`config.mk`:
```
export PLATFORM = sky130hd
export DESIGN_NAME = aae_queue
export DESIGN_NICKNAME = d
export VERILOG_FILES = /design/src/hw/rtl/aae_pkg.sv /design/src/hw/rtl/aae_queue.sv
export SDC_FILE = /design/constraint.sdc
export NUM_CORES = 1
export LEC_CHECK = 0
export BUFFER_PORTS_ARGS = -buffer_cell sky130_fd_sc_hd__clkbuf_2
export CAP_MARGIN = 10
export CORE_MARGIN = 1.5
export CORE_UTILIZATION = 40
export CTS_CLUSTER_SIZE = 12
export DETAILED_ROUTE_END_ITERATION = 10
export GPL_TIMING_DRIVEN = 0
export SLEW_MARGIN = 30
export SYNTH_ARGS = -nofsm -noshare
export SYNTH_HDL_FRONTEND = slang
export SYNTH_SLANG_ARGS = --single-unit
```
`constraint.sdc`:
```
create_clock -name aclk -period 1.82 [get_ports aclk]
set_input_delay 0.182 -clock aclk [delete_from_list [all_inputs] [get_ports aclk]]
set_output_delay 0.182 -clock aclk [all_outputs]
set_load 0.05 [all_outputs]
```
`src/hw/rtl/aae_pkg.sv`:
```
// adaptive arithmetic encoder: shared types, constants and default-model functions
// no dependencies; imported by every module of the block
package aae_pkg;

    localparam int MAX_SYMBOLS  = 16;
    localparam int MAX_CONTEXTS = 8;
    localparam int FREQ_LIMIT   = 16383;
    localparam int FREQ_W       = 14;
    localparam int SYM_W        = 5;
    localparam int CTX_CNT_W    = 4;
    localparam int WORD_W       = 4;
    localparam int CTX_W        = 3;
    localparam int ROW          = MAX_SYMBOLS + 2;
    localparam int RANK_W       = $clog2(ROW);
    localparam int STEP_CAP     = 16;
    localparam int STEP_W       = $clog2(STEP_CAP + 1);
    localparam int FOLLOW_W     = 16;

    localparam logic [1:0] MODE_CODE   = 2'd0;
    localparam logic [1:0] MODE_FINISH = 2'd1;
    localparam logic [1:0] MODE_START  = 2'd2;

    localparam logic REG_SYMBOL_COUNT  = 1'b0;
    localparam logic REG_CONTEXT_COUNT = 1'b1;

    typedef struct packed {
        logic [1:0]        mode;
        logic [WORD_W-1:0] word;
        logic [CTX_W-1:0]  context_req;
        logic              adapt;
    } in_item_t;

    typedef struct packed {
        logic                has_bit;
        logic                code_bit;
        logic [FOLLOW_W-1:0] follow_count;
        logic                last;
        logic                error;
    } out_item_t;

    typedef enum logic [1:0] {
        OP_CODE,
        OP_FINISH,
        OP_START,
        OP_SKIP
    } op_t;

    typedef struct packed {
        op_t               op;
        logic              err;
        logic [WORD_W-1:0] word;
        logic [CTX_W-1:0]  ctx;
        logic              adapt;
        logic [SYM_W-1:0]  n_syms;
    } cmd_t;

    typedef struct packed {
        logic [FREQ_W-1:0] f;
        logic [FREQ_W-1:0] cm;
    } fc_t;

    // uniform model: count 1 at ranks 1..n
    function automatic logic [FREQ_W-1:0] dflt_f(input logic [RANK_W-1:0] k,
                                                 input logic [SYM_W-1:0] n);
        dflt_f = (k != '0 && k <= RANK_W'(n)) ? FREQ_W'(1) : '0;
    endfunction

    // uniform model: cumulative count n-k up to rank n
    function automatic logic [FREQ_W-1:0] dflt_cm(input logic [RANK_W-1:0] k,
                                                  input logic [SYM_W-1:0] n);
        dflt_cm = (k <= RANK_W'(n)) ? FREQ_W'(RANK_W'(n) - k) : '0;
    endfunction

endpackage

```
`src/hw/rtl/aae_queue.sv`:
```
// adaptive arithmetic encoder: two-entry command queue between front and back
// depends on aae_pkg
module aae_queue import aae_pkg::*; (
    input  logic aclk,
    input  logic aresetn,
    input  logic in_valid,
    output logic in_ready,
    input  cmd_t in_cmd,
    output logic out_valid,
    input  logic out_ready,
    output cmd_t out_cmd
);

    cmd_t       q_reg [2];
    logic       wr_ptr_reg;
    logic       rd_ptr_reg;
    logic [1:0] cnt_reg;
    logic       push;
    logic       pop;

    assign in_ready  = cnt_reg != 2'd2;
    assign out_valid = cnt_reg != 2'd0;
    assign out_cmd   = q_reg[rd_ptr_reg];
    assign push      = in_valid && in_ready;
    assign pop       = out_valid && out_ready;

    always_ff @(posedge aclk) begin
        if (push) begin
            q_reg[wr_ptr_reg] <= in_cmd;
        end
    end

    always_ff @(posedge aclk) begin
        if (!aresetn) begin
            wr_ptr_reg <= 1'b0;
            rd_ptr_reg <= 1'b0;
            cnt_reg    <= 2'd0;
        end else begin
            if (push) begin
                wr_ptr_reg <= !wr_ptr_reg;
            end
            if (pop) begin
                rd_ptr_reg <= !rd_ptr_reg;
            end
            case ({push, pop})
                2'b10:   cnt_reg <= cnt_reg + 2'd1;
                2'b01:   cnt_reg <= cnt_reg - 2'd1;
                default: cnt_reg <= cnt_reg;
            endcase
        end
    end

endmodule

```
==> qor.yml <==
global_route:
  grt_util_met3_pct: 7.453
  initial_antenna_violation_count: 0
  grt.total_usage_pct: 12.31
  grtUsageMet2_pct: 19.70
  via_count_of_the_first_global_routing_pass: 702
  overflow: 0
  global_route.peak_usage_layer: "met2"
  wire_length_of_the_first_global_routing_pass_microns: 3077
  global_route.usage.met1_pct: 12.65
  grt_max_degree: 17
cells_and_area:
  layout.cells.most_common: "edfxtp_1"
  mostFrequentLayoutCells: "32 x edfxtp_1, 27 x clkbuf_2, 16 x clkbuf_4, 16 x mux2_2, 5 x dfxtp_1"
  layout-drive-gt1-share_pct: 54.70
  filler_cell_count: 301
  largest_reg_flops: 32
  sequential_cell_area_sq_um: 1061
  design.final.nets: 139
  syn2layout_area_growth_pct: 23.47
  multi_input_area_sq_um: 314.1
  diodes: 0
flow_run:
  maxCapViolCount: 0
worst_setup_path:
  r2r_slack_ns: 0.17
  timing.rr.end: "q_reg[1][15]$_DFFE_PP_"
  end_kind: "output pin"
  startpoint_type: "flip-flop"
  r2r.worst_path.cells: 2
  criticalPathCategory: "reg2out"
  data_arrival_time_of_the_critical_path_ns: 1.52
  path_max_fanout: 10
  critical_path_required_ns: 1.64
  r2r_start: "cnt_reg[0]$_SDFFE_PN0P_"
cts:
  clock_sink_count: 37
  num_cts_buffers: 5
  clock_transition_at_the_register_clock_pins_on_the_worst_setup_and_hold_paths_after_cts_ns: 0.09
  cts_tree: "done"
  cts-root-to-sink-buffers: 2
  postCtsSetupBuffers: 0
  clock_root_buffer_master: "clkbuf_4"
  cts.htree.levels: 2
  clock_insertion_delay_worst_skew_ns: 0.32
power_and_ir_drop:
  switching_power_of_the_nets_w: 0.001087
  vdd_drop_max_mv: 0.9813
  powerDensity_nw_per_um2: 1584
  pwr-share-comb_pct: 44.7
  power.internal_w: 0.001624
  p_leak_nw: 0.6523
  p_sw_share_pct: 40.09
  power.share.sequential_pct: 41.9
  power.clock.fraction_pct: 13.4
timing:
  max_slew_margin_pct: 50.32
  worstMarginPinSlew_ns: 0.7452
  final.min_clock_period_ns: 1.705
  setup_total_negative_slack_ns: 0
  finalSetupViolations: 0
  final.setup.worst_slack_ns: 0.1147
  part_of_the_cycle_the_worst_path_needs_pct: 93.70
  setup_repair_after_global_routing_missed_its_margin: "no"
  slew_violations: 0
  clock-skew-final_ns: 0.006844
  hold_viol_final: 0
  max_freq_mhz: 586.4
synthesis:
  ys.warnings.count: 0
  ys_seq_elements: 37
  async_reset_ff_share_pct: 0
  syn-instance-count: 74
  postSynthNetCount: 95
  synth_edf_count: 32
  synth_top_area_share_pct: 69.31
  synth-main-ff-cell: "edfxtp_1"
  sequential_share_of_the_synthesized_area_pct: 76.53
  post_synth_num_cell_types: 20
  ranking_of_synthesized_cells_by_area: "edfxtp_1 69%, mux2_2 13%, dfxtp_1 7.2%"
  netlist.top_cell.by_area: "edfxtp_1"
  avg_synthesized_cell_area_sq_um: 18.73
  netlist_area_sq_um: 1386
die:
  rows: 21
  initial_cell_density_of_the_core_pct: 41.54
  die_w_microns: 61.87
  die_y_microns: 61.87
  design.core.area_sq_um: 3337
  boundaryPins: 38
  floorplan.die_area_sq_um: 3828
placed_design:
  finalWeightedCongestion: 0.6454
  place_worst_setup_slack_ns: 0.1500
  dpl_wire_length_microns: 1483
  io_buffers: 37
route:
  ant_nets: 0
  via_count: 738
  drt_iter0_markers: 26
  drt_drc_violations_left: 0
  detail_route.wl_per_cell_microns: 12.91
  totalWireLength_microns: 2105
  drt_pre_antenna_iters: 4
  drt-vias-per-instance: 4.528
hold_path:
  hold_start: "in_cmd[0]"
  hold_path_end: "q_reg[0][0]$_DFFE_PP_"
  worst_hold_path_type: "in2reg"
  whs_path_depth: 1
outcome:
  status: "completed"
[how the worst max path moves through the flow]
stage	startpoint	end	slack, ns	depth (start not counted)
floorplan	cnt_reg[0]$_SDFFE_PN0P_	cnt_reg[1]$_SDFFE_PN0P_	0.16	5
global placement	cnt_reg[0]$_SDFFE_PN0P_	q_reg[1][1]$_DFFE_PP_	0.17	2
detailed placement	cnt_reg[0]$_SDFFE_PN0P_	q_reg[1][4]$_DFFE_PP_	0.15	2
CTS	flip-flop	out_cmd[2]	0.04	4
global route	flip-flop	out_cmd[11]	0.01	4
finish	flip-flop	out_cmd[2]	0.11	4
[through the flow]
step	hold WS, ns	std cells	area (sq um)	util [%]	power [W]
5_1_grt	0.002441	163	1712	51.29	0.002869
6_report	0.04205	163	1712	51.29	0.002712
2_1_floorplan	0.2809	74	1389	-	0.002083
3_5_place_dp	0.3746	157	1632	48.89	0.002319
3_3_place_gp	0.3711	157	1632	48.89	0.002297
4_1_cts	0.02266	163	1705	51.11	0.002737
[metal layers]
metal  routed length [microns]  vias up
li1                          -      364
met1                       899      344
met2                      1031       26
met3                       135        4
met4                        39        0
met5                         0        -
[cells in the mapped netlist (2+ instances only)]
master     n
mux2_2    16
dfxtp_1    5
nor2b_1    2
buf_2      2
edfxtp_1  32
xnor2_1    3
[repair_timing]
action / 4_1_cts / 5_1_grt
hold buffers: 0 / 0
pin swaps: 0 / 0
gates resized for setup: 12 / 2
endpoints found under the hold margin: 0 / 0
endpoints found under the setup margin: 10 / 10
[cell type report]
cell class	count	share of cell area [%]
inverters	1	0.2193
repair buffers	37	12.28
plain buffers	2	1.316
clock buffers	5	2.193
clock inverters	1	0.2924
flip-flops and latches	37	61.99
multi-input cells	34	18.35
well taps	46	3.363
[power by group through the flow]
stage / logic (W) / clock network [W] / registers, W
finish: 0.00121 / 0.000362 / 0.00114
global route: 0.00130 / 0.000420 / 0.00115
CTS: 0.00122 / 0.000382 / 0.00114
detailed placement: 0.00116 / 0 / 0.00116
global placement: 0.00115 / 0 / 0.00115
floorplan: 0.000944 / 0 / 0.00114
[cells by family (layout without fill, tap and decap cells)]
logic type | Yosys count | count (layout) | synth area share [%]
buffers and inverters | 3 | 46 | 0.9925
xor gates and xnor gates | 3 | 3 | 1.896
DFF | 37 | 37 | 76.53
and+or+nand+nor | 9 | 9 | 3.972
adders and majority gates | 1 | 1 | 0.9024
muxes | 16 | 16 | 13.00
AOI/OAI and AO/OA | 5 | 5 | 2.708
[critical path: stages, from the launching register on]
cell and delay (ns):
dfxtp_1 0.31, clkbuf_4 0.19, buf_8 0.16, mux2_2 0.34
clkbuf_4 0.21
No activity file was read; power rests on OpenSTA's default activity.
