### src/hw/rtl/aae_pkg.sv
// adaptive arithmetic encoder: shared types, constants and default-model functions
// no dependencies; imported by every module of the block
package aae_pkg;

    localparam int MAX_SYMBOLS  = 16;
    localparam int MAX_CONTEXTS = 8;
    localparam int FREQ_LIMIT   = 16383;
    localparam int FREQ_W       = 14;
    localparam int SYM_W        = 5;
    localparam int CTX_CNT_W    = 4;
    localparam int WORD_W       = 4;
    localparam int CTX_W        = 3;
    localparam int ROW          = MAX_SYMBOLS + 2;
    localparam int RANK_W       = $clog2(ROW);
    localparam int STEP_CAP     = 16;
    localparam int STEP_W       = $clog2(STEP_CAP + 1);
    localparam int FOLLOW_W     = 16;

    localparam logic [1:0] MODE_CODE   = 2'd0;
    localparam logic [1:0] MODE_FINISH = 2'd1;
    localparam logic [1:0] MODE_START  = 2'd2;

    localparam logic REG_SYMBOL_COUNT  = 1'b0;
    localparam logic REG_CONTEXT_COUNT = 1'b1;

    typedef struct packed {
        logic [1:0]        mode;
        logic [WORD_W-1:0] word;
        logic [CTX_W-1:0]  context_req;
        logic              adapt;
    } in_item_t;

    typedef struct packed {
        logic                has_bit;
        logic                code_bit;
        logic [FOLLOW_W-1:0] follow_count;
        logic                last;
        logic                error;
    } out_item_t;

    typedef enum logic [1:0] {
        OP_CODE,
        OP_FINISH,
        OP_START,
        OP_SKIP
    } op_t;

    typedef struct packed {
        op_t               op;
        logic              err;
        logic [WORD_W-1:0] word;
        logic [CTX_W-1:0]  ctx;
        logic              adapt;
        logic [SYM_W-1:0]  n_syms;
    } cmd_t;

    typedef struct packed {
        logic [FREQ_W-1:0] f;
        logic [FREQ_W-1:0] cm;
    } fc_t;

    // uniform model: count 1 at ranks 1..n
    function automatic logic [FREQ_W-1:0] dflt_f(input logic [RANK_W-1:0] k,
                                                 input logic [SYM_W-1:0] n);
        dflt_f = (k != '0 && k <= RANK_W'(n)) ? FREQ_W'(1) : '0;
    endfunction

    // uniform model: cumulative count n-k up to rank n
    function automatic logic [FREQ_W-1:0] dflt_cm(input logic [RANK_W-1:0] k,
                                                  input logic [SYM_W-1:0] n);
        dflt_cm = (k <= RANK_W'(n)) ? FREQ_W'(RANK_W'(n) - k) : '0;
    endfunction

endpackage

### src/hw/rtl/aae_front.sv
// adaptive arithmetic encoder: input stage, checks and classifies each item
// depends on aae_pkg
module aae_front import aae_pkg::*; (
    input  logic                 aclk,
    input  logic                 aresetn,
    input  logic                 s_valid,
    output logic                 s_ready,
    input  in_item_t             s_data,
    input  logic [SYM_W-1:0]     symbol_count,
    input  logic [CTX_CNT_W-1:0] context_count,
    output logic                 cmd_valid,
    input  logic                 cmd_ready,
    output cmd_t                 cmd
);

    logic [SYM_W-1:0]     act_syms_reg;
    logic [CTX_CNT_W-1:0] act_ctxs_reg;
    logic [SYM_W-1:0]     syms_clamp;
    logic [CTX_CNT_W-1:0] ctxs_clamp;

    assign s_ready   = cmd_ready;
    assign cmd_valid = s_valid;

    always_comb begin
        if (symbol_count == '0) begin
            syms_clamp = SYM_W'(1);
        end else if (symbol_count > SYM_W'(MAX_SYMBOLS)) begin
            syms_clamp = SYM_W'(MAX_SYMBOLS);
        end else begin
            syms_clamp = symbol_count;
        end
        if (context_count == '0) begin
            ctxs_clamp = CTX_CNT_W'(1);
        end else if (context_count > CTX_CNT_W'(MAX_CONTEXTS)) begin
            ctxs_clamp = CTX_CNT_W'(MAX_CONTEXTS);
        end else begin
            ctxs_clamp = context_count;
        end
    end

    always_comb begin
        cmd.word   = s_data.word;
        cmd.ctx    = s_data.context_req;
        cmd.adapt  = s_data.adapt;
        cmd.n_syms = act_syms_reg;
        cmd.err    = 1'b0;
        case (s_data.mode)
            MODE_CODE: begin
                cmd.op = OP_CODE;
                if ({1'b0, s_data.word} >= act_syms_reg ||
                    {1'b0, s_data.context_req} >= act_ctxs_reg) begin
                    cmd.op  = OP_SKIP;
                    cmd.err = 1'b1;
                end
            end
            MODE_FINISH: cmd.op = OP_FINISH;
            MODE_START:  cmd.op = OP_START;
            default:     cmd.op = OP_SKIP;
        endcase
    end

    always_ff @(posedge aclk) begin
        if (!aresetn) begin
            act_syms_reg <= SYM_W'(2);
            act_ctxs_reg <= CTX_CNT_W'(5);
        end else if (s_valid && s_ready && s_data.mode == MODE_START) begin
            act_syms_reg <= syms_clamp;
            act_ctxs_reg <= ctxs_clamp;
        end
    end

endmodule

### config.mk
export PLATFORM = sky130hd
export DESIGN_NAME = aae_front
export DESIGN_NICKNAME = d
export VERILOG_FILES = /design/src/hw/rtl/aae_pkg.sv /design/src/hw/rtl/aae_front.sv
export SDC_FILE = /design/constraint.sdc
export NUM_CORES = 1
export LEC_CHECK = 0
export ABC_CLOCK_PERIOD_IN_PS = 2500
export BUFFER_PORTS_ARGS = -buffer_cell sky130_fd_sc_hd__buf_2
export CORE_UTILIZATION = 38
export DETAILED_ROUTE_END_ITERATION = 10
export MAX_ROUTING_LAYER = met4
export PLACE_DENSITY = 0.72
export SLEW_MARGIN = 30
export SYNTH_ARGS = -nofsm -noshare
export SYNTH_HDL_FRONTEND = slang
export SYNTH_SLANG_ARGS = --single-unit
### constraint.sdc
create_clock -name aclk -period 2.5 [get_ports aclk]
set_input_delay 0.25 -clock aclk [delete_from_list [all_inputs] [get_ports aclk]]
set_output_delay 0.25 -clock aclk [all_outputs]
set_load 0.005 [all_outputs]
==> metrics.txt, run 1 <==
# TYPE chip_impl_metric gauge
chip_impl_metric{name="postLayoutCellArea",unit="um^2"} 846
chip_impl_metric{name="initial_antenna_violation_count",unit=""} 0
chip_impl_metric{name="dr_total_vias",unit=""} 620
chip_impl_metric{name="design.portCount",unit=""} 41
chip_impl_metric{name="synth.avg_cell_area",unit="um^2"} 8.79
chip_impl_metric{name="detailedRoute.firstIterationViolations",unit=""} 7
chip_impl_metric{name="postSynthNetCount",unit=""} 108
chip_impl_metric{name="cts-buffers-inserted",unit=""} 3
chip_impl_metric{name="grt_pass1_wl",unit="um"} 1950
chip_impl_info{name="cp_cell_sequence",value="inv_1 -> ha_1 -> a21oi_1 -> o21ai_0 -> a311oi_2 -> o21bai_1 -> buf_2"} 1
chip_impl_metric{name="synthesis.area",unit="um^2"} 686
chip_impl_metric{name="drc",unit=""} 0
chip_impl_metric{name="yosys_warnings",unit=""} 0
chip_impl_info{name="r2r_end",value="act_syms_reg[4]"} 1
chip_impl_info{name="grt_setup_unrepaired",value="no"} 1
chip_impl_metric{name="reg2regPathDepth",unit=""} 2
chip_impl_metric{name="report.final.hold_viol_count",unit=""} 0
chip_impl_info{name="r2r_start",value="act_syms_reg[4]"} 1
chip_impl_metric{name="cts_hold_fix_bufs",unit=""} 0
chip_impl_metric{name="placed_cell_count",unit=""} 129
chip_impl_metric{name="die-width",unit="um"} 44.5
chip_impl_metric{name="first_global_vias",unit=""} 515
chip_impl_info{name="crit_path_end_kind",value="output port"} 1
chip_impl_metric{name="largest_net_degree_at_the_start_of_global_routing",unit=""} 17
chip_impl_metric{name="path_clk_slew",unit="ns"} 0.06
chip_impl_info{name="cts_root_buf",value="sky130_fd_sc_hd__clkbuf_4"} 1
chip_impl_metric{name="fin_setup_tns",unit="ns"} 0
chip_impl_metric{name="hpwlAfterDp",unit="um"} 1050
chip_impl_info{name="synth_largest_area_cell",value="sky130_fd_sc_hd__dfxtp_1"} 1
chip_impl_metric{name="floorplan.initialDensity",unit="%"} 43.0
chip_impl_metric{name="total_inserted_antenna_cells",unit=""} 0
chip_impl_metric{name="timing.fmax",unit="MHz"} 498
chip_impl_metric{name="crit_fanout",unit=""} 3
chip_impl_metric{name="drive_above_1_share",unit="%"} 43.1
chip_impl_info{name="worstSetupPathType",value="flop to output port"} 1
chip_impl_metric{name="area_growth_syn_to_layout",unit="%"} 23.4
chip_impl_metric{name="ys_ff_latch",unit=""} 9
chip_impl_metric{name="final_min_period_over_clock_period",unit="%"} 80.4
chip_impl_metric{name="power_density",unit="nW/um^2"} 395
chip_impl_info{name="most_frequent_cell_after_synthesis",value="sky130_fd_sc_hd__inv_1"} 1
chip_impl_metric{name="grt_util_all_layers",unit="%"} 13.9
chip_impl_metric{name="die_y",unit="um"} 44.5
chip_impl_metric{name="maximum_vdd_drop",unit="uV"} 220
chip_impl_metric{name="fp.dieArea",unit="um^2"} 1980
chip_impl_info{name="cp-start-kind",value="flop"} 1
chip_impl_metric{name="clkSinkCount",unit=""} 9
chip_impl_metric{name="gpl.final_weighted_congestion",unit=""} 0.685
chip_impl_metric{name="fin_hold_ws",unit="ns"} 0.254
chip_impl_info{name="outcome",value="complete, no violations"} 1
chip_impl_metric{name="place.port_buffers",unit=""} 38
chip_impl_info{name="synth.top_cells.by_count",value="sky130_fd_sc_hd__inv_1, sky130_fd_sc_hd__buf_4, sky130_fd_sc_hd__dfxtp_1"} 1
chip_impl_metric{name="async_flop_share",unit="%"} 0
chip_impl_metric{name="cap_viol_max_count",unit=""} 0
chip_impl_metric{name="dr.pass1.iters",unit=""} 4
chip_impl_metric{name="fin_worst_skew",unit="ns"} 0
chip_impl_metric{name="timing.slew.headroom",unit="%"} 78.4
chip_impl_metric{name="yosys.area.top_type_share",unit="%"} 26.3
chip_impl_metric{name="wl_per_cell",unit="um"} 9.42
chip_impl_info{name="timing.critical_path.slowest_stage_cell",value="sky130_fd_sc_hd__dfxtp_1"} 1
chip_impl_metric{name="period_needed",unit="ns"} 2.01
chip_impl_metric{name="detail_route.vias_per_cell",unit=""} 4.66
chip_impl_metric{name="ant_nets",unit=""} 0
chip_impl_metric{name="synth-seq-area-share",unit="%"} 26.3
chip_impl_metric{name="synth_enable_flop_cells",unit=""} 0
chip_impl_metric{name="worstSkewPairLatency",unit="ns"} 0.26
chip_impl_metric{name="wl",unit="um"} 1250
chip_impl_metric{name="place_area",unit="um^2"} 820
chip_impl_info{name="ys_dominant_reg_cell",value="sky130_fd_sc_hd__dfxtp_1"} 1
chip_impl_metric{name="power_leakage",unit="nW"} 0.453
chip_impl_metric{name="final_nets",unit=""} 140
chip_impl_metric{name="finalSetupViolations",unit=""} 0
chip_impl_metric{name="crit_path_max_incr_delay",unit="ns"} 0.35
chip_impl_metric{name="worst-slew-pin-transition",unit="ns"} 0.323
chip_impl_metric{name="utilization",unit="%"} 53.1
chip_impl_info{name="yosys-top-cells-area",value="sky130_fd_sc_hd__dfxtp_1, sky130_fd_sc_hd__ha_1, sky130_fd_sc_hd__buf_4, sky130_fd_sc_hd__inv_1, sky130_fd_sc_hd__nor2b_1"} 1
chip_impl_metric{name="whs_path_depth",unit=""} 2
chip_impl_info{name="tritoncts",value="built"} 1
chip_impl_metric{name="gr-total-overflow",unit=""} 0
chip_impl_metric{name="placement_rows",unit=""} 14
chip_impl_metric{name="synthCells",unit=""} 78
chip_impl_info{name="worstHoldPathType",value="primary input to flop"} 1
chip_impl_metric{name="post_cts.resized_instances",unit=""} 0
chip_impl_metric{name="final_max_slew_viol_count",unit=""} 0
chip_impl_metric{name="postCtsSetupRepairBufs",unit=""} 0
chip_impl_info{name="whs_endpoint",value="act_ctxs_reg[0]"} 1
chip_impl_metric{name="clk_path_buf_depth",unit=""} 2
chip_impl_metric{name="h-tree-depth",unit=""} 1
chip_impl_metric{name="required",unit="ns"} 2.25
chip_impl_metric{name="core_area",unit="um^2"} 1590
chip_impl_metric{name="regToRegSetupSlack",unit="ns"} 1.86
chip_impl_metric{name="largest_register_ffs",unit=""} 5
chip_impl_info{name="hold_path.startpoint",value="aresetn"} 1
chip_impl_metric{name="synth.distinct_cells",unit=""} 23
chip_impl_metric{name="fin_cells",unit=""} 133
chip_impl_metric{name="crit_arrival",unit="ns"} 1.76
==> layout by cell type (no fill, tap or decap) <==
master,count
sky130_fd_sc_hd__ha_1,7
sky130_fd_sc_hd__o311ai_2,2
sky130_fd_sc_hd__clkbuf_1,1
sky130_fd_sc_hd__mux2i_1,2
sky130_fd_sc_hd__nor3_1,2
sky130_fd_sc_hd__inv_1,12
sky130_fd_sc_hd__a21oi_1,4
sky130_fd_sc_hd__nand2_1,5
sky130_fd_sc_hd__a21boi_1,1
sky130_fd_sc_hd__nor2b_1,6
sky130_fd_sc_hd__a22o_1,1
sky130_fd_sc_hd__a2111oi_2,1
sky130_fd_sc_hd__o21ai_1,1
sky130_fd_sc_hd__dfxtp_1,9
sky130_fd_sc_hd__nor2_1,4
sky130_fd_sc_hd__clkbuf_4,3
sky130_fd_sc_hd__a311oi_2,1
sky130_fd_sc_hd__o21ai_0,1
sky130_fd_sc_hd__buf_2,38
sky130_fd_sc_hd__o21bai_1,2
sky130_fd_sc_hd__nand4b_4,1
sky130_fd_sc_hd__nor3b_1,3
sky130_fd_sc_hd__nor2_2,1
sky130_fd_sc_hd__o311ai_1,1
==> layer usage <==
metal  routed length, um  GRT usage (%)  vias to the layer above
met5                   0              -                        -
met4                  23           10.3                        0
met3                  89           2.86                        4
met2                 578           20.3                       28
met1                 561           16.8                      270
li1                    -              -                      318
==> worst max-delay path, delay by kind of cell, from the launching register on <==
family	cells	cell delay [ns]
DFF	1	0.35
AOI/OAI and AO/OA	4	0.68
buffers and inverters	2	0.19
adders and majority gates	1	0.28
==> logic make-up (layout without fill, tap and decap cells) <==
family                   after synthesis  after routing  synth area share (%)
buffers and inverters                 23             54                  19.2
AND/OR/NAND/NOR                       22             22                  19.5
AO/OA/AOI/OAI                         15             15                  19.3
flip-flops                             9              9                  26.3
adder cells (fa/ha/maj)                7              7                  12.8
multiplexers                           2              2                  2.92
==> layout make-up <==
cell class | instances | area [um^2]
repair buffers | 38 | 190
fillers | 159 | 748
well taps | 24 | 30.0
clock buffers | 4 | 26.3
multi-input cells | 46 | 374
inverters | 12 | 45.0
flip-flops and latches | 9 | 180
==> through the flow <==
| stage | setup slack (ns) | total power (W) |
|---|---|---|
| after floorplan | 0.944 | 0.000199 |
| after global placement | 0.785 | 0.000225 |
| after detailed placement | 0.772 | 0.000227 |
| after CTS | 0.487 | 0.000338 |
| after global routing | 0.343 | 0.000355 |
| final | 0.491 | 0.000334 |
==> power breakdown <==
part           total (W)  switching [W]  internal (W)
combinational  0.0000744      0.0000357     0.0000387
sequential      0.000149     0.00000212      0.000147
clock           0.000111      0.0000492     0.0000614
total           0.000334      0.0000870      0.000247
==> worst max path at each step <==
stage	from	to	cells after the start
floorplan	act_syms_reg[2]	cmd[14]	6
detailed placement	act_syms_reg[2]	cmd[14]	7
global route	act_syms_reg[2]	cmd[14]	7
finish	act_syms_reg[2]	cmd[14]	7
global placement	act_syms_reg[2]	cmd[14]	7
CTS	act_syms_reg[2]	cmd[14]	7
(Power assumes the default switching activity.)
==> run 2, diff against run 1 <==
ABC_CLOCK_PERIOD_IN_PS = 1900   (was 2500)
clock period = 1.9 ns   (was 2.5 ns; I/O delays follow)
==> metrics.txt, run 2 (synthesis results as in run 1) <==
# TYPE chip_impl_metric gauge
chip_impl_info{name="outcome",value="complete, no violations"} 1
chip_impl_metric{name="power_leakage",unit="nW"} 0.468
chip_impl_metric{name="fin_hold_ws",unit="ns"} 0.187
chip_impl_info{name="layout_commonest_cell",value="sky130_fd_sc_hd__buf_2"} 1
chip_impl_metric{name="dr_total_vias",unit=""} 624
chip_impl_metric{name="fp.dieArea",unit="um^2"} 1980
chip_impl_info{name="cts_root_buf",value="sky130_fd_sc_hd__clkbuf_4"} 1
chip_impl_info{name="hold_path.startpoint",value="aresetn"} 1
chip_impl_metric{name="worst-slew-pin-transition",unit="ns"} 0.284
chip_impl_info{name="r2r_start",value="act_syms_reg[2]"} 1
chip_impl_metric{name="clkSinkCount",unit=""} 9
chip_impl_metric{name="timing.fmax",unit="MHz"} 552
chip_impl_metric{name="cts-buffers-inserted",unit=""} 3
chip_impl_metric{name="crit_fanout",unit=""} 3
chip_impl_metric{name="path_clk_slew",unit="ns"} 0.06
chip_impl_metric{name="gpl.final_weighted_congestion",unit=""} 0.679
chip_impl_metric{name="power",unit="W"} 0.000463
chip_impl_metric{name="floorplan.initialDensity",unit="%"} 43.0
chip_impl_metric{name="drive_above_1_share",unit="%"} 58.6
chip_impl_metric{name="cts_hold_fix_bufs",unit=""} 0
chip_impl_metric{name="cap_viol_max_count",unit=""} 0
chip_impl_metric{name="utilization",unit="%"} 59.8
chip_impl_info{name="timing.critical_path.slowest_stage_cell",value="sky130_fd_sc_hd__dfxtp_2"} 1
chip_impl_metric{name="crit_arrival",unit="ns"} 1.62
chip_impl_info{name="worstHoldPathType",value="primary input to flop"} 1
chip_impl_metric{name="fin_worst_skew",unit="ns"} 0
chip_impl_info{name="worst_setup_path_startpoint",value="act_ctxs_reg[1]"} 1
chip_impl_metric{name="maximum_vdd_drop",unit="uV"} 306
chip_impl_metric{name="total_inserted_antenna_cells",unit=""} 0
chip_impl_metric{name="detailedRoute.firstIterationViolations",unit=""} 14
chip_impl_info{name="crit_path_end_kind",value="output port"} 1
chip_impl_info{name="cp-start-kind",value="flop"} 1
chip_impl_metric{name="crit_path_max_incr_delay",unit="ns"} 0.33
chip_impl_metric{name="detail_route.vias_per_cell",unit=""} 4.62
chip_impl_metric{name="final_nets",unit=""} 142
chip_impl_metric{name="die_y",unit="um"} 44.5
chip_impl_metric{name="place.port_buffers",unit=""} 38
chip_impl_metric{name="hpwlAfterDp",unit="um"} 1130
chip_impl_metric{name="initial_antenna_violation_count",unit=""} 0
chip_impl_metric{name="largest_register_ffs",unit=""} 5
chip_impl_metric{name="area_growth_syn_to_layout",unit="%"} 39.1
chip_impl_metric{name="power_density",unit="nW/um^2"} 486
chip_impl_metric{name="finalSetupViolations",unit=""} 0
chip_impl_metric{name="design.portCount",unit=""} 41
chip_impl_metric{name="h-tree-depth",unit=""} 1
chip_impl_metric{name="report.final.hold_viol_count",unit=""} 0
chip_impl_metric{name="final_max_slew_viol_count",unit=""} 0
chip_impl_info{name="most-common-layout-cells",value="sky130_fd_sc_hd__buf_2, sky130_fd_sc_hd__inv_1, sky130_fd_sc_hd__dfxtp_2, sky130_fd_sc_hd__nor2b_1"} 1
chip_impl_metric{name="core_area",unit="um^2"} 1590
chip_impl_metric{name="drc",unit=""} 0
chip_impl_metric{name="die-width",unit="um"} 44.5
chip_impl_metric{name="gr-total-overflow",unit=""} 0
chip_impl_metric{name="first_global_vias",unit=""} 569
chip_impl_metric{name="ant_nets",unit=""} 0
chip_impl_metric{name="final_min_period_over_clock_period",unit="%"} 95.3
chip_impl_metric{name="wl",unit="um"} 1490
chip_impl_metric{name="timing.slew.headroom",unit="%"} 81.0
chip_impl_metric{name="largest_net_degree_at_the_start_of_global_routing",unit=""} 17
chip_impl_info{name="tritoncts",value="built"} 1
chip_impl_metric{name="dr.pass1.iters",unit=""} 4
chip_impl_metric{name="required",unit="ns"} 1.71
chip_impl_metric{name="period_needed",unit="ns"} 1.81
chip_impl_metric{name="grt_util_all_layers",unit="%"} 15.5
chip_impl_metric{name="clk_path_buf_depth",unit=""} 2
chip_impl_info{name="cp_cell_sequence",value="inv_1 -> ha_4 -> nor2_2 -> a2111oi_4 -> a311oi_2 -> o21bai_1 -> buf_2"} 1
chip_impl_info{name="worstSetupPathType",value="flop to output port"} 1
chip_impl_metric{name="placement_rows",unit=""} 14
chip_impl_metric{name="grt_pass1_wl",unit="um"} 2140
chip_impl_metric{name="wl_per_cell",unit="um"} 11.0
chip_impl_metric{name="worstSkewPairLatency",unit="ns"} 0.26
[run 2: changes by cell type in the layout (fill, tap and decap cells not counted), moves of 2 or more]
cell	previous run	this run
sky130_fd_sc_hd__dfxtp_2	0	7
sky130_fd_sc_hd__ha_4	0	5
sky130_fd_sc_hd__ha_1	7	2
sky130_fd_sc_hd__nor2_1	4	2
sky130_fd_sc_hd__buf_4	0	2
sky130_fd_sc_hd__nor2_2	1	3
sky130_fd_sc_hd__dfxtp_1	9	2
[run 2: metal layers]
| metal | track usage, % | vias to the layer above | part of all wire [%] |
|---|---|---|---|
| met5 | - | - | 0 |
| met4 | 12.7 | 0 | 2.6 |
| met3 | 4.49 | 6 | 7.0 |
| met2 | 25.3 | 31 | 48 |
| met1 | 15.1 | 266 | 43 |
| li1 | - | 321 | - |
[run 2: timing repair]
item                                    4_1_cts  5_1_grt
resized for setup                             0       19
endpoints found under the setup margin        3        3
pin swaps                                     2        6
buffers inserted                              0        2
[run 2: path summary, 6_finish.rpt]
check,endpoint,slack (ns),depth (start not counted)
worst max register to register,act_syms_reg[2],1.17,3
worst max-delay path,cmd[14],0.09,7
worst min-delay path,act_ctxs_reg[0],0.19,2
worst min register to register,act_ctxs_reg[2],0.48,2
[run 2: worst max-delay path: cells and delay by family (launching register included)]
kind,cells,cell delay [ns]
AO/OA/AOI/OAI,3,0.52
adder cells (fa/ha/maj),1,0.27
flip-flops,1,0.33
buffers and inverters,2,0.19
AND/OR/NAND/NOR,1,0.04
[run 2: cell type report]
type                    count  area (um^2)
clock buffers               4         26.3
fillers                   142          641
inverters                  12         45.0
multi-input cells          46          458
flip-flops and latches      9          189
well taps                  24         30.0
repair buffers             40          205
[run 2: where the power goes]
| part | internal, W | switching (W) | leakage [nW] |
|---|---|---|---|
| logic | 0.0000618 | 0.0000559 | 0.379 |
| clock network | 0.0000810 | 0.0000672 | 0.0150 |
| registers | 0.000194 | 0.00000349 | 0.0737 |
| total | 0.000336 | 0.000127 | 0.468 |
[run 2: metrics by stage]
| stage | area (um^2) | setup WS, ns | TNS (ns) | std cells |
|---|---|---|---|---|
| floorplan | 686 | 0.404 | 0 | 78 |
| global placement | 820 | 0.291 | 0 | 129 |
| detailed placement | 820 | 0.240 | 0 | 129 |
| CTS | 846 | 0.0129 | 0 | 133 |
| global route | 953 | -0.00995 | -0.00995 | 135 |
| finish | 953 | 0.0897 | 0 | 135 |
==> run 3, diff against run 2 <==
ABC_AREA = 1   (was default)
CORE_MARGIN = 2   (was default)
CTS_BUF_LIST = sky130_fd_sc_hd__clkbuf_16   (was default)
==> metrics.txt, run 3 <==
# TYPE chip_impl_metric gauge
chip_impl_metric{name="gr-total-overflow",unit=""} 0
chip_impl_metric{name="fin_hold_ws",unit="ns"} 0.174
chip_impl_metric{name="power_frac_comb",unit="%"} 15.1
chip_impl_metric{name="timing.slew.headroom",unit="%"} 83.4
chip_impl_metric{name="detail_route.vias_per_cell",unit=""} 4.38
chip_impl_metric{name="synth-seq-area-share",unit="%"} 26.5
chip_impl_info{name="layout_commonest_cell",value="sky130_fd_sc_hd__buf_2"} 1
chip_impl_metric{name="synthesis.area",unit="um^2"} 679
chip_impl_info{name="ys_dominant_reg_cell",value="sky130_fd_sc_hd__dfxtp_1"} 1
chip_impl_metric{name="met2_wirelength",unit="um"} 683
chip_impl_metric{name="power_leakage",unit="nW"} 0.512
chip_impl_metric{name="ys_ff_latch",unit=""} 9
chip_impl_metric{name="timing.fmax",unit="MHz"} 602
chip_impl_metric{name="design.portCount",unit=""} 41
chip_impl_info{name="tritoncts",value="built"} 1
chip_impl_info{name="grt_setup_unrepaired",value="no"} 1
chip_impl_metric{name="yosys.area.top_type_share",unit="%"} 26.5
chip_impl_metric{name="wl",unit="um"} 1390
chip_impl_metric{name="gpl.final_weighted_congestion",unit=""} 0.779
chip_impl_info{name="endpoint",value="cmd[15]"} 1
chip_impl_metric{name="area_growth_syn_to_layout",unit="%"} 33.1
chip_impl_metric{name="filler_cell_count",unit=""} 166
chip_impl_metric{name="fp.dieArea",unit="um^2"} 2140
chip_impl_metric{name="final_max_slew_viol_count",unit=""} 0
chip_impl_metric{name="die_y",unit="um"} 46.3
chip_impl_metric{name="power_frac_clock",unit="%"} 54.8
chip_impl_metric{name="maximum_vdd_drop",unit="uV"} 391
chip_impl_metric{name="total_inserted_antenna_cells",unit=""} 0
chip_impl_metric{name="postSynthNetCount",unit=""} 127
chip_impl_metric{name="dr_wl_met3",unit="um"} 99
chip_impl_metric{name="hpwlAfterDp",unit="um"} 1170
chip_impl_info{name="most_frequent_cell_after_synthesis",value="sky130_fd_sc_hd__nand2_1"} 1
chip_impl_metric{name="async_flop_share",unit="%"} 0
chip_impl_metric{name="synth.distinct_cells",unit=""} 17
chip_impl_metric{name="internal_power",unit="W"} 0.000516
chip_impl_metric{name="cp_num_buf_inv",unit=""} 3
chip_impl_metric{name="synth.avg_cell_area",unit="um^2"} 7.00
chip_impl_metric{name="detailedRoute.firstIterationViolations",unit=""} 7
chip_impl_info{name="yosys-top-cells-area",value="sky130_fd_sc_hd__dfxtp_1, sky130_fd_sc_hd__ha_1, sky130_fd_sc_hd__nand2_1, sky130_fd_sc_hd__inv_1, sky130_fd_sc_hd__buf_4"} 1
chip_impl_metric{name="ant_nets",unit=""} 0
chip_impl_metric{name="pwr-share-seq",unit="%"} 30.1
chip_impl_info{name="timing.critical_path.slowest_stage_cell",value="sky130_fd_sc_hd__dfxtp_1"} 1
chip_impl_metric{name="whs_path_depth",unit=""} 3
chip_impl_metric{name="placed_cell_count",unit=""} 150
chip_impl_metric{name="fin_cells",unit=""} 154
chip_impl_metric{name="power.switching_fraction",unit="%"} 21.3
chip_impl_metric{name="place_area",unit="um^2"} 826
chip_impl_metric{name="routedLengthMet1",unit="um"} 602
chip_impl_metric{name="period_needed",unit="ns"} 1.66
chip_impl_metric{name="post_cts.resized_instances",unit=""} 0
chip_impl_metric{name="place.port_buffers",unit=""} 38
chip_impl_metric{name="final_nets",unit=""} 160
chip_impl_metric{name="switching_power",unit="W"} 0.000140
chip_impl_info{name="cp-start-kind",value="flop"} 1
chip_impl_metric{name="critical_path_cell_count",unit=""} 9
chip_impl_metric{name="report.final.hold_viol_count",unit=""} 0
chip_impl_metric{name="finalSetupViolations",unit=""} 0
chip_impl_info{name="synth.top_cells.by_count",value="sky130_fd_sc_hd__nand2_1, sky130_fd_sc_hd__inv_1, sky130_fd_sc_hd__buf_4"} 1
chip_impl_metric{name="regToRegSetupSlack",unit="ns"} 1.16
chip_impl_metric{name="crit_fanout",unit=""} 3
chip_impl_info{name="most-common-layout-cells",value="sky130_fd_sc_hd__buf_2, sky130_fd_sc_hd__nand2_1, sky130_fd_sc_hd__inv_1, sky130_fd_sc_hd__dfxtp_1, sky130_fd_sc_hd__ha_1"} 1
chip_impl_metric{name="grt_util_all_layers",unit="%"} 14.0
chip_impl_metric{name="drive_above_1_share",unit="%"} 35.7
chip_impl_info{name="synth_largest_area_cell",value="sky130_fd_sc_hd__dfxtp_1"} 1
chip_impl_metric{name="wl_per_cell",unit="um"} 8.99
chip_impl_metric{name="initial_antenna_violation_count",unit=""} 0
chip_impl_metric{name="fin_setup_tns",unit="ns"} 0
chip_impl_info{name="r2r_start",value="act_syms_reg[4]"} 1
chip_impl_metric{name="core_area",unit="um^2"} 1710
chip_impl_info{name="r2r_end",value="act_syms_reg[4]"} 1
chip_impl_metric{name="clkSinkCount",unit=""} 9
chip_impl_metric{name="fin_worst_skew",unit="ns"} 0
chip_impl_metric{name="placement_rows",unit=""} 15
chip_impl_info{name="worstSetupPathType",value="flop to output port"} 1
chip_impl_metric{name="crit_arrival",unit="ns"} 1.47
chip_impl_info{name="worstHoldPathType",value="primary input to flop"} 1
chip_impl_metric{name="cts-buffers-inserted",unit=""} 3
chip_impl_metric{name="dr_total_vias",unit=""} 675
chip_impl_metric{name="drc",unit=""} 0
chip_impl_metric{name="grt_pass1_wl",unit="um"} 2100
chip_impl_metric{name="postCtsSetupRepairBufs",unit=""} 0
chip_impl_metric{name="worst-slew-pin-transition",unit="ns"} 0.249
chip_impl_metric{name="final_min_period_over_clock_period",unit="%"} 87.5
chip_impl_metric{name="required",unit="ns"} 1.71
chip_impl_metric{name="synth_enable_flop_cells",unit=""} 0
chip_impl_metric{name="postLayoutCellArea",unit="um^2"} 905
chip_impl_metric{name="clk_path_buf_depth",unit=""} 2
chip_impl_metric{name="power",unit="W"} 0.000656
chip_impl_metric{name="first_global_vias",unit=""} 570
chip_impl_metric{name="worstSkewPairLatency",unit="ns"} 0.23
chip_impl_info{name="cp_cell_sequence",value="inv_1 -> ha_1 -> nand2_1 -> inv_1 -> nand3_1 -> nand2_1 -> nor2_1 -> o21bai_1 -> buf_2"} 1
chip_impl_metric{name="largest_net_degree_at_the_start_of_global_routing",unit=""} 11
chip_impl_metric{name="path_clk_slew",unit="ns"} 0.04
chip_impl_metric{name="yosys_warnings",unit=""} 0
chip_impl_info{name="kind_of_cell_adding_the_most_delay_to_the_critical_path",value="flip-flops"} 1
chip_impl_metric{name="reg2regPathDepth",unit=""} 2
chip_impl_metric{name="cap_viol_max_count",unit=""} 0
chip_impl_info{name="outcome",value="complete, no violations"} 1
chip_impl_metric{name="dr.pass1.iters",unit=""} 4
chip_impl_info{name="crit_path_end_kind",value="output port"} 1
chip_impl_metric{name="crit_path_max_incr_delay",unit="ns"} 0.34
chip_impl_info{name="worst_setup_path_startpoint",value="act_syms_reg[2]"} 1
chip_impl_metric{name="power_density",unit="nW/um^2"} 725
chip_impl_metric{name="cts_hold_fix_bufs",unit=""} 0
chip_impl_metric{name="die-width",unit="um"} 46.3
chip_impl_metric{name="h-tree-depth",unit=""} 1
chip_impl_metric{name="floorplan.initialDensity",unit="%"} 39.8
chip_impl_metric{name="synthCells",unit=""} 97
chip_impl_metric{name="largest_register_ffs",unit=""} 5
chip_impl_info{name="cts_root_buf",value="sky130_fd_sc_hd__clkbuf_16"} 1
chip_impl_info{name="dr.max_layer_used",value="met3"} 1
==> run 3: cell type report <==
| cell class | count | area (um^2) | area share, % |
|---|---|---|---|
| multi-input cells | 56 | 342 | 37.8 |
| repair buffers | 38 | 190 | 21.0 |
| flip-flops and latches | 9 | 180 | 19.9 |
| inverters | 22 | 82.6 | 9.13 |
| clock buffers | 3 | 75.1 | 8.30 |
| well taps | 25 | 31.3 | 3.46 |
| clock inverters | 1 | 3.75 | 0.415 |
==> run 3: worst min path at each step <==
stage	endpoint	from	slack [ns]
finish	act_ctxs_reg[0]	context_count[0]	0.17
floorplan	act_syms_reg[1]	aresetn	0.29
detailed placement	cmd[5]	s_data[0]	0.38
global route	act_ctxs_reg[0]	context_count[0]	0.19
CTS	act_ctxs_reg[0]	context_count[0]	0.17
global placement	cmd[5]	s_data[0]	0.38
==> run 3: worst reg2reg max path, cell delays in order, from the launching register on <==
cell,delay (ns)
sky130_fd_sc_hd__dfxtp_1,0.34
sky130_fd_sc_hd__inv_1,0.07
sky130_fd_sc_hd__a211oi_1,0.24
==> run 3: routing by layer <==
| metal | vias to the layer above | GRT usage (%) |
|---|---|---|
| met5 | - | - |
| met4 | 0 | 6.86 |
| met2 | 29 | 24.4 |
| met3 | 0 | 1.18 |
| met1 | 288 | 15.8 |
| li1 | 358 | - |
==> run 3: power by group through the flow <==
stage / registers (W) / clock network [W] / logic, W
finish: 0.000197 / 0.000359 / 0.0000993
global route: 0.000198 / 0.000371 / 0.000115
CTS: 0.000197 / 0.000361 / 0.000101
detailed placement: 0.000200 / 0 / 0.000100
global placement: 0.000200 / 0 / 0.0000969
floorplan: 0.000200 / 0 / 0.0000617
==> run 3: kinds of logic (layout without fill, tap and decap cells) <==
kind of cell | after synthesis | after routing | share of synthesized area (%)
compound gates | 14 | 14 | 12.7
buf+inv | 32 | 64 | 23.2
fa+ha+maj | 7 | 7 | 12.9
flops | 9 | 9 | 26.5
simple gates | 35 | 35 | 24.7
==> run 3: metrics by stage <==
| stage | utilization (%) | setup WS, ns |
|---|---|---|
| final | 53.0 | 0.238 |
| after CTS | 53.0 | 0.218 |
| after global placement | 48.4 | 0.478 |
| after global routing | 53.0 | 0.0967 |
| after floorplan | - | 0.612 |
| after detailed placement | 48.4 | 0.464 |
